==> config.mk <==
export PLATFORM = sky130hd
export DESIGN_NAME = text_console_cursor_engine_top
export DESIGN_NICKNAME = d
export VERILOG_FILES = /design/src/rtl/core/tcc_pkg.sv /design/src/rtl/core/text_console_cursor_engine_top.sv /design/src/rtl/core/tcc_ram.sv /design/src/rtl/core/tcc_row_rec.sv
export SDC_FILE = /design/constraint.sdc
export NUM_CORES = 1
export LEC_CHECK = 0
export BUFFER_PORTS_ARGS = -buffer_cell sky130_fd_sc_hd__clkbuf_2
export CORE_MARGIN = 8
export CORE_UTILIZATION = 55
export DETAILED_ROUTE_END_ITERATION = 12
export PLACE_DENSITY_LB_ADDON = 0.2
export SYNTH_ARGS = -nofsm -noshare
export SYNTH_HDL_FRONTEND = slang
export SYNTH_SLANG_ARGS = --single-unit
==> constraint.sdc <==
create_clock -name clk -period 5.9 [get_ports clk]
set_input_delay 0 -clock clk [delete_from_list [all_inputs] [get_ports clk]]
set_output_delay 0 -clock clk [all_outputs]
set_load 0.1 [all_outputs]
==> src/rtl/core/tcc_pkg.sv <==
package tcc_pkg;

	localparam int CHAR_W  = 8;
	localparam int GLYPH_W = 7;
	localparam int COL_W   = 8;
	localparam int ROW_W   = 6;
	localparam int CMD_W   = 2;

	localparam int TEXT_COLUMNS_DEF = 160;
	localparam int TEXT_ROWS_DEF    = 50;

	localparam logic [CHAR_W-1:0] CH_CTRL_LAST = 8'd31;
	localparam logic [CHAR_W-1:0] CH_LF        = 8'd10;
	localparam logic [CHAR_W-1:0] CH_CR        = 8'd13;
	localparam logic [CHAR_W-1:0] CH_DEL       = 8'd127;
	localparam logic [GLYPH_W-1:0] GLYPH_UNDERSCORE = 7'd95;

	typedef enum logic [CMD_W-1:0] {
		CMD_DRAW   = 2'd0,
		CMD_ERASE  = 2'd1,
		CMD_SCROLL = 2'd2,
		CMD_ERROR  = 2'd3
	} cmd_t;

	// request from the sequencer to the row record store
	typedef struct packed {
		logic             wr_en;
		logic [ROW_W-1:0] wr_row;
		logic [COL_W-1:0] wr_col;
		logic [ROW_W-1:0] rd_row;
		logic             scroll;
	} rec_req_t;

endpackage

==> src/rtl/core/text_console_cursor_engine_top.sv <==
// Requests are taken only in the idle state: a new one is accepted only after the
// commands of the last have been loaded. A delete that moves up a row first reads
// the record of the row above. Output back-pressure stalls the sequence.
// The row record lives in a RAM with registered read; scroll rotates its base.
// Reset clears cursor, halted flag, scroll offset and per-row valid bits.
module text_console_cursor_engine_top
	import tcc_pkg::*;
#(
	parameter int TEXT_COLUMNS = TEXT_COLUMNS_DEF,
	parameter int TEXT_ROWS    = TEXT_ROWS_DEF
) (
	input  logic        clk,
	input  logic        arst_n,
	input  logic        s_axis_tvalid,
	output logic        s_axis_tready,
	input  logic [7:0]  s_axis_tdata,  // [7:0] char_code
	input  logic        s_axis_tuser,  // [0] first_of_string
	input  logic        s_axis_tlast,  // last_of_string
	output logic        m_axis_tvalid,
	input  logic        m_axis_tready,
	output logic [23:0] m_axis_tdata,  // [6:0] glyph, [14:7] column, [20:15] row
	output logic [1:0]  m_axis_tuser,  // [1:0] command
	output logic        m_axis_tlast   // final_command
);

	localparam logic [COL_W-1:0] ColLast = COL_W'(TEXT_COLUMNS - 1);
	localparam logic [ROW_W-1:0] RowLast = ROW_W'(TEXT_ROWS - 1);

	typedef enum logic [2:0] {
		ST_IDLE,
		ST_FIRST,
		ST_CHAR,
		ST_DLOAD,
		ST_DERASE,
		ST_SCROLL,
		ST_LAST
	} state_t;

	typedef struct packed {
		cmd_t               cmd;
		logic [GLYPH_W-1:0] glyph;
		logic [COL_W-1:0]   col;
		logic [ROW_W-1:0]   row;
		logic               fin;
	} ocmd_t;

	function automatic ocmd_t mk(input cmd_t c, input logic [GLYPH_W-1:0] g,
		input logic [COL_W-1:0] x, input logic [ROW_W-1:0] y, input logic f);
		ocmd_t o;
		o.cmd   = c;
		o.glyph = g;
		o.col   = x;
		o.row   = y;
		o.fin   = f;
		return o;
	endfunction

	state_t            state_q;
	logic              halted_q;
	logic [COL_W-1:0]  col_q;
	logic [ROW_W-1:0]  row_q;
	logic [CHAR_W-1:0] char_q;
	logic              first_q;
	logic              last_q;
	ocmd_t             out_q;
	logic              m_valid_q;

	logic              out_free;
	logic              out_load;
	logic              is_print, is_nl, is_del;
	logic              wrap, wrap_scroll;
	rec_req_t          rec_req;
	logic [COL_W-1:0]  rd_col;

	assign out_free    = !m_valid_q || m_axis_tready;
	assign is_print    = (char_q > CH_CTRL_LAST) && (char_q < CH_DEL);
	assign is_nl       = (char_q == CH_LF) || (char_q == CH_CR);
	assign is_del      = (char_q == CH_DEL);
	assign wrap        = (col_q == ColLast);
	assign wrap_scroll = wrap && (row_q == RowLast);

	// a command is loaded into the output register this cycle
	assign out_load = out_free && (
		(state_q == ST_FIRST && first_q) ||
		(state_q == ST_CHAR && !is_nl && !is_del) ||
		(state_q inside {ST_DERASE, ST_SCROLL}) ||
		(state_q == ST_LAST && last_q));

	always_comb begin
		rec_req        = '0;
		rec_req.wr_row = row_q;
		rec_req.rd_row = (row_q == '0) ? '0 : row_q - 1'b1;
		case (state_q)
			ST_CHAR: begin
				if (is_print && out_free) begin
					rec_req.wr_en  = 1'b1;
					rec_req.wr_col = col_q;
				end else if (is_del && (col_q != '0 || row_q != '0)) begin
					rec_req.wr_en  = 1'b1;
					rec_req.wr_col = (col_q != '0) ? col_q - 1'b1 : '0;
				end
			end
			ST_SCROLL: begin
				rec_req.scroll = out_free;
			end
			default: ;
		endcase
	end

	tcc_row_rec #(
		.TEXT_ROWS(TEXT_ROWS)
	) u_row_rec (
		.clk   (clk),
		.arst_n(arst_n),
		.req   (rec_req),
		.rd_col(rd_col)
	);

	always_ff @(posedge clk or negedge arst_n) begin
		if (!arst_n) begin
			state_q   <= ST_IDLE;
			halted_q  <= 1'b0;
			col_q     <= '0;
			row_q     <= '0;
			char_q    <= '0;
			first_q   <= 1'b0;
			last_q    <= 1'b0;
			out_q     <= '0;
			m_valid_q <= 1'b0;
		end else begin
			m_valid_q <= out_load || (m_valid_q && !m_axis_tready);
			case (state_q)
				ST_IDLE: begin
					// requests arriving while halted are dropped
					if (s_axis_tvalid && !halted_q) begin
						char_q  <= s_axis_tdata;
						first_q <= s_axis_tuser;
						last_q  <= s_axis_tlast;
						state_q <= ST_FIRST;
					end
				end
				ST_FIRST: begin
					if (!first_q) begin
						state_q <= ST_CHAR;
					end else if (out_free) begin
						out_q <= mk(CMD_ERASE, '0, col_q, row_q,
							is_nl && (row_q != RowLast) && !last_q);
						state_q   <= ST_CHAR;
					end
				end
				ST_CHAR: begin
					if (is_print) begin
						if (out_free) begin
							out_q <= mk(CMD_DRAW, char_q[GLYPH_W-1:0], col_q, row_q,
								!wrap_scroll && !last_q);
							col_q <= wrap ? '0 : col_q + 1'b1;
							if (wrap && !wrap_scroll) begin
								row_q <= row_q + 1'b1;
							end
							state_q <= wrap_scroll ? ST_SCROLL : ST_LAST;
						end
					end else if (is_nl) begin
						col_q <= '0;
						if (row_q == RowLast) begin
							state_q <= ST_SCROLL;
						end else begin
							row_q   <= row_q + 1'b1;
							state_q <= ST_LAST;
						end
					end else if (is_del) begin
						if (col_q != '0) begin
							col_q   <= col_q - 1'b1;
							state_q <= ST_DERASE;
						end else if (row_q != '0) begin
							// record of the row above is read this cycle
							row_q   <= row_q - 1'b1;
							state_q <= ST_DLOAD;
						end else begin
							state_q <= ST_DERASE;
						end
					end else if (out_free) begin
						out_q     <= mk(CMD_ERROR, '0, '0, '0, 1'b1);
						halted_q  <= 1'b1;
						state_q   <= ST_IDLE;
					end
				end
				ST_DLOAD: begin
					col_q   <= rd_col;
					state_q <= ST_DERASE;
				end
				ST_DERASE: begin
					if (out_free) begin
						out_q     <= mk(CMD_ERASE, '0, col_q, row_q, !last_q);
						state_q   <= ST_LAST;
					end
				end
				ST_SCROLL: begin
					if (out_free) begin
						out_q     <= mk(CMD_SCROLL, '0, '0, '0, !last_q);
						state_q   <= ST_LAST;
					end
				end
				ST_LAST: begin
					if (!last_q) begin
						state_q <= ST_IDLE;
					end else if (out_free) begin
						out_q     <= mk(CMD_DRAW, GLYPH_UNDERSCORE, col_q, row_q, 1'b1);
						state_q   <= ST_IDLE;
					end
				end
				default: state_q <= ST_IDLE;
			endcase
		end
	end

	assign s_axis_tready = (state_q == ST_IDLE);
	assign m_axis_tvalid = m_valid_q;
	assign m_axis_tdata  = {3'b000, out_q.row, out_q.col, out_q.glyph};
	assign m_axis_tuser  = out_q.cmd;
	assign m_axis_tlast  = out_q.fin;

	a_halt_idle: assert property (@(posedge clk) disable iff (!arst_n)
		halted_q |-> state_q == ST_IDLE)
		else $error("sequencer busy while halted");
	a_cursor_range: assert property (@(posedge clk) disable iff (!arst_n)
		col_q <= ColLast && row_q <= RowLast)
		else $error("cursor out of range");
	a_error_final: assert property (@(posedge clk) disable iff (!arst_n)
		(m_axis_tvalid && m_axis_tuser == CMD_ERROR) |-> m_axis_tlast)
		else $error("error command not final");
	a_scroll_payload: assert property (@(posedge clk) disable iff (!arst_n)
		(m_axis_tvalid && m_axis_tuser == CMD_SCROLL) |-> m_axis_tdata == '0)
		else $error("scroll command carries a cell");
	a_dload_next: assert property (@(posedge clk) disable iff (!arst_n)
		state_q == ST_DLOAD |=> state_q == ST_DERASE)
		else $error("record load not followed by erase");

endmodule

==> src/rtl/core/tcc_ram.sv <==
module tcc_ram #(
	parameter int WIDTH = 8,
	parameter int DEPTH = 64
) (
	input  logic                     clk,
	input  logic                     wr_en,
	input  logic [$clog2(DEPTH)-1:0] wr_addr,
	input  logic [WIDTH-1:0]         wr_data,
	input  logic [$clog2(DEPTH)-1:0] rd_addr,
	output logic [WIDTH-1:0]         rd_data
);

	logic [WIDTH-1:0] mem [DEPTH];

	always_ff @(posedge clk) begin
		if (wr_en) begin
			mem[wr_addr] <= wr_data;
		end
		rd_data <= mem[rd_addr];
	end

endmodule

==> src/rtl/core/tcc_row_rec.sv <==
module tcc_row_rec
	import tcc_pkg::*;
#(
	parameter int TEXT_ROWS = TEXT_ROWS_DEF
) (
	input  logic             clk,
	input  logic             arst_n,
	input  rec_req_t         req,
	output logic [COL_W-1:0] rd_col
);

	localparam int AW = $clog2(TEXT_ROWS);
	localparam logic [AW:0] RowsW = (AW + 1)'(TEXT_ROWS);
	localparam logic [AW-1:0] BaseLast = AW'(TEXT_ROWS - 1);

	// screen row -> physical entry, rotated by the scroll offset
	function automatic logic [AW-1:0] phys(input logic [AW-1:0] r, input logic [AW-1:0] b);
		logic [AW:0] s;
		s = {1'b0, r} + {1'b0, b};
		if (s >= RowsW) begin
			s = s - RowsW;
		end
		return s[AW-1:0];
	endfunction

	logic [AW-1:0]        base_q;
	logic [TEXT_ROWS-1:0] valid_q;
	logic                 rd_vld_q;
	logic [AW-1:0]        wr_addr;
	logic [AW-1:0]        rd_addr;
	logic [COL_W-1:0]     ram_q;

	assign wr_addr = phys(req.wr_row[AW-1:0], base_q);
	assign rd_addr = phys(req.rd_row[AW-1:0], base_q);

	always_ff @(posedge clk or negedge arst_n) begin
		if (!arst_n) begin
			base_q   <= '0;
			valid_q  <= '0;
			rd_vld_q <= 1'b0;
		end else begin
			rd_vld_q <= valid_q[rd_addr];
			if (req.wr_en) begin
				valid_q[wr_addr] <= 1'b1;
			end
			if (req.scroll) begin
				// old top row becomes the new, empty bottom row
				valid_q[base_q] <= 1'b0;
				base_q <= (base_q == BaseLast) ? '0 : base_q + 1'b1;
			end
		end
	end

	tcc_ram #(
		.WIDTH(COL_W),
		.DEPTH(TEXT_ROWS)
	) u_ram (
		.clk    (clk),
		.wr_en  (req.wr_en),
		.wr_addr(wr_addr),
		.wr_data(req.wr_col),
		.rd_addr(rd_addr),
		.rd_data(ram_q)
	);

	assign rd_col = rd_vld_q ? ram_q : '0;

	a_no_wr_on_scroll: assert property (@(posedge clk) disable iff (!arst_n)
		!(req.wr_en && req.scroll))
		else $error("record write and scroll in the same cycle");
	a_base_range: assert property (@(posedge clk) disable iff (!arst_n)
		base_q <= BaseLast)
		else $error("scroll offset out of range");
	a_scroll_clears: assert property (@(posedge clk) disable iff (!arst_n)
		req.scroll |=> !valid_q[$past(base_q)])
		else $error("scrolled-in row not cleared");

endmodule

Word level (Yosys, flattened, before mapping)
Memories as Yosys holds them, arrays and structs flattened. A register that Yosys moved wholly into a read port is not among the register bits. Cells that the tools add are included.

Bits in registers: 110. Bits in latches: 0. Bits in writable memories: 400. Bits in read-only memories: 0. Input port bits: 14. Output and inout bits: 29. Logic and storage cells: 185. Memories kept: 1.

$add $sub $neg: 9. $mul: 0. Divide/modulo/power cells: 0. Order comparisons: 9. Equal/unequal tests: 32. Shift-type cells: 0. Multiplexer cells: 65. Bitwise gates (word level): 6. Reductions and logical operators: 47.

Memories: u_row_rec.u_ram.mem (depth 50, width 8, rd ports 1, clocked after memory_dff 1, wr ports 1, line tcc_ram.sv:13) `logic [WIDTH-1:0] mem [DEPTH];`.

Operator list (count): $mux W24 (11); $pmux W24 S5 (1); $mux W50 (2); $mux W8 (11); $mux W6 (12); $and A50 B50 Y50 (1); $not A50 Y50 (1); $or A50 B50 Y50 (1); $mux W3 (12); $lt A6 B7 Y1 const B (3); $ne A3 B3 Y1 const B (6); $pmux W3 S6 (1); $logic_and A1 B1 Y1 (17); $eq A8 B4 Y1 const B (2); $pmux W8 S2 (1); $add A6 B6 Y7 (2); $ge A7 B6 Y1 const B (2); $ne A2 B2 Y1 const B (7); $add A6 B1 Y6 const B (2); $demux W1 S6 (2); $eq A6 B6 Y1 const B (2); $ge A6 B1 Y1 const B (2); $sub A6 B6 Y6 const B (2); $reduce_and A11 Y1 (1); other kinds (32) (64).

Logic depth before layout (Yosys ltp)
Depth in word-level cells: 11. Gate-level depth with buffers: 25.

Modules after synthesis
From an unflattened synthesis, not the netlist that was laid out.

Cells, all modules: 1802. Area total of the unflattened synthesis: 23672.7 um^2.

By module, submodules not included: tcc_ram (times used 1, cells each 901, area an instance 16124.2 um^2, seq. area each 12171.7 um^2); tcc_row_rec (times used 1, cells each 509, area an instance 4300.4 um^2, seq. area each 1426.4 um^2); text_console_cursor_engine_top (times used 1, cells each 392, area an instance 3248.1 um^2, seq. area each 1326.3 um^2).

Least setup slack after synthesis
No wires, ideal clock.

Path type: reg2reg. Start: register row_q[0]. End: register u_row_rec.rd_vld_q. Data arrival time: 4.778 ns. Required time: 5.804 ns. Slack: 1.026 ns. Stages on the path, launching flop included: 21. Buffers on the path: 2. Period minus slack after synthesis: 4.874 ns. Cells stage by stage: dfrtp_1 -> inv_1 -> ha_1 -> and3_1 -> clkbuf_1 -> or2_2 -> fa_1 -> xnor2_1 -> inv_1 -> ha_1 -> nand2_1 -> nor3_1 -> o22ai_1 -> o211ai_1 -> o211a_1 -> buf_6 -> mux2i_1 -> mux4_2 -> nor3b_1 -> or3_1 -> nor4_2.

Word-level cells in the longest chain between the ends: 7.

RTL lines: from (decl) (line text_console_cursor_engine_top.sv:61) `logic [ROW_W-1:0] row_q;`; from (signal assigned) (line text_console_cursor_engine_top.sv:158) `row_q <= row_q + 1'b1;`; from (signal assigned) (line text_console_cursor_engine_top.sv:167) `row_q <= row_q + 1'b1;`; from (signal assigned) (line text_console_cursor_engine_top.sv:176) `row_q <= row_q - 1'b1;`; $sub A6 B1 Y6 or $logic_not A6 Y1 (tied branches) (line text_console_cursor_engine_top.sv:92) `rec_req.rd_row = (row_q == '0) ? '0 : row_q - 1'b1;`; $mux W6 * (line text_console_cursor_engine_top.sv:92); $add A6 B6 Y7 * (line tcc_row_rec.sv:19) `s = {1'b0, r} + {1'b0, b};`; $sub A6 B6 Y6 or $ge A7 B6 Y1 (tied branches) (line tcc_row_rec.sv:21, tcc_row_rec.sv:20); $mux W6 * (line tcc_row_rec.sv:20) `if (s >= RowsW) begin`; $bmux W1 S6 * (line tcc_row_rec.sv:42) `rd_vld_q <= valid_q[rd_addr];`; $mux W1 (not written as such) * (line tcc_row_rec.sv:42); to (signal assigned) (line tcc_row_rec.sv:42); to (decl) (line tcc_row_rec.sv:28) `logic rd_vld_q;`.

Every way passes the cells marked *; elsewhere a longest branch is shown, timed or not. The select of a mux whose other input is x is not followed. A chain may end at the register's enable or synchronous reset.

Worst setup path after layout
Start: register row_q[2]. End: register u_row_rec.u_ram.rd_data[0], read port of u_row_rec.u_ram.mem.

Word-level cells in the longest chain between the ends: 5.

RTL lines: $sub A6 B1 Y6 or $logic_not A6 Y1 (tied branches) (line text_console_cursor_engine_top.sv:92); $mux W6 * (line text_console_cursor_engine_top.sv:92); $add A6 B6 Y7 * (line tcc_row_rec.sv:19); $sub A6 B6 Y6 or $ge A7 B6 Y1 (tied branches) (line tcc_row_rec.sv:21, tcc_row_rec.sv:20); $mux W6 * (line tcc_row_rec.sv:20); to (decl) (line tcc_ram.sv:10) `output logic [WIDTH-1:0] rd_data`.

Every way passes the cells marked *; elsewhere a longest branch is shown, timed or not.

==> reports/qor.yml <==
final_layout:
  final_nets: 1884
  syn2layout_area_growth_pct: 12.6
  design_area_sq_um: 26200
  drive_gt1_share_pct: 15.2
  diodes: 0
critical_path:
  crit_arrival_ns: 6.27
  end_kind: "flip-flop"
  critPathKind: "flip-flop to flip-flop"
  critPathRequiredTime_ns: 6.45
  cp_max_fo: 21
  critPathLaunchType: "flip-flop"
detailed_routing:
  drc: 0
  dr.pass1.iters: 6
  wl_per_cell_um: 26.0
  route.vias.total: 15959
  final_antenna_net_count: 0
  via_per_inst: 6.57
  routed_wl_um: 63200
  drt_iter0_drc: 1806
synthesis:
  synth_edf_count: 400
  async_flop_share_pct: 21.2
  ys.flop_type: "edfxtp_1"
  postSynthCellCount: 1782
  ys_seq_elements: 518
  synth_area_sq_um: 23300
  synth_area_per_cell_sq_um: 13.1
  seq_area_frac_synth_pct: 64.0
  synthTopCellsByArea: "edfxtp_1 (52%), dfrtp_1 (12%), mux4_2 (3.8%)"
  netlist_top_cells_count: "edfxtp_1 (400), nand2_1 (186), nor2_1 (142), dfrtp_1 (110), a21oi_1 (78)"
  yosys.area.top_type: "edfxtp_1"
  yosys_warnings: 0
  ys_types: 85
  yosys.cell_count.top_type: "edfxtp_1"
  synth_top_area_share_pct: 51.5
sta:
  slew_viol_final: 0
  hold_viol_final: 0
  fin_tns_setup_ns: 0
  period_minus_slack_ns: 5.72
  skew_ns: 0.0156
  hold_slack_ns: 0.137
  max_slew_margin_pct: 17.2
  rsz0062_at_grt: "no"
  tightest_slew_ns: 1.23
  fin_crit_sh_pct: 96.9
  setup_viol: 0
  max_freq_mhz: 175
flow_run:
  cap_violations: 0
global_route:
  grt_pass1_vias: 15428
  grt_pass1_wl_um: 96300
  grtUsageTotal_pct: 25.2
  antenna_found_initial: 0
  grt_overflow: 0
  grt_max_degree: 77
clock_network:
  tritoncts: "done"
  numCtsBuffers: 52
  htree_levels: 2
  cts.sinks: 518
  path_clk_slew_ns: 0.06
  clk_path_buf_depth: 3
  cts_root_buf: "clkbuf_16"
  worst_skew_pair.late_latency_ns: 0.61
min_path:
  hold_path.class: "primary input to flip-flop"
floorplan:
  core-area_sq_um: 41900
  ioPinCount: 43
  die_y_um: 222
  rows: 75
  die-area_sq_um: 49200
  die_x_um: 222
  start_util_pct: 55.7
outcome:
  status: "finished, final reports clean"
placement:
  port_buffers: 39
  gp_congestion: 0.978
  dpl-instance-area_sq_um: 24300
  dpl.hpwl_um: 41300
## stage by stage
stage | setup slack [ns] | cells | utilization [%]
final | 0.183 | 2428 | 62.7
after global routing | 0.00110 | 2428 | 62.7
after CTS | 0.00175 | 2424 | 62.5
after detailed placement | 0.0472 | 2313 | 58.1
after global placement | 0.134 | 2313 | 58.1
after floorplan | 1.03 | 1784 | -
## metal layers
metal  track usage (%)  up-vias  wire [um]
li1                  -     7000          -
met1              36.1     7931      26800
met2              37.7      896      27900
met3              5.45      132       6180
met4              8.96        0       2290
met5                 0        -          0
## final timing paths
kind	startpoint	to	slack, ns	cells past startpoint
max	row_q[2]	u_row_rec.u_ram.rd_data[0]	0.18	19
max reg2reg	row_q[2]	u_row_rec.u_ram.rd_data[0]	0.18	19
max in group asynchronous	arst_n	u_row_rec.valid_q[6]	4.49	4
min reg2reg	m_axis_tdata[3]	m_axis_tdata[3]	0.47	2
min in group asynchronous	arst_n	row_q[1]	0.43	4
min	s_axis_tvalid	char_q[4]	0.14	3
## kinds of logic after synthesis
logic type	after synthesis	synth area share (%)
AOI/OAI and AO/OA	422	13.1
xor gates and xnor gates	22	0.827
adders and majority gates	24	1.35
buffers and inverters	149	2.66
DFF	518	64.0
muxes	132	7.90
other	1	0.0161
and+or+nand+nor	514	10.1
## layout make-up
type / count / area, sq um
clock buffers: 72 / 1420
flip-flops and latches: 518 / 14900
well taps: 539 / 674
multi-input cells: 1117 / 7930
fillers: 3142 / 15600
inverters: 38 / 143
clock inverters: 25 / 269
repair buffers: 119 / 885
## registers in the layout (all words and copies together) (netlist names)
name                     cells
halted_q                     1
u_row_rec.base_q             6
state_q                      3
m_axis_tvalid                1
u_row_rec.u_ram.mem        400
row_q                        6
m_axis_tlast                 1
u_row_rec.valid_q           50
first_q                      1
col_q                        8
m_axis_tdata                21
u_row_rec.u_ram.rd_data      8
m_axis_tuser                 2
char_q                       8
last_q                       1
u_row_rec.rd_vld_q           1
## cell usage in the layout (no fill, tap or decap), types with 25 or more instances in the layout
cell and count:
dfrtp_1 110, nor2_1 132, o22ai_1 32, mux2_2 25
edfxtp_1 400, nand3_1 44, clkbuf_16 53, mux4_2 39
o211ai_1 27, a21oi_1 77, o21ai_0 45, nor3_1 25
buf_4 63, clkbuf_2 38, nand2_1 186, inv_1 36
mux2i_1 68, a2bb2oi_1 50
## worst max-delay path, stage by stage (launching register included)
cell and delay (ns):
dfrtp_1 0.53, nor2_1 0.15, and3_1 0.26, nor2_1 0.18
ha_4 0.16, inv_1 0.05, fa_1 0.39, xnor2_1 0.16
inv_1 0.14, ha_1 0.29, nand2_1 0.09, nor3_1 0.28
a2bb2oi_1 0.39, a21oi_4 0.18, o211a_4 0.41, a2111oi_0 0.71
o221a_2 0.34, a211oi_1 0.07, nor4_2 0.61, and3_1 0.25
## repair_timing
item | in CTS | in global routing
pin swaps | 0 | 1
resized for setup | 1 | 11
setup endpoints to repair | 1 | 9
hold endpoints to repair | 46 | 0
hold buffers | 14 | 0
setup buffers | 0 | 4
Power is not shown: default switching activity piles up to over one toggle a cycle in this logic, so the estimate is an artifact.
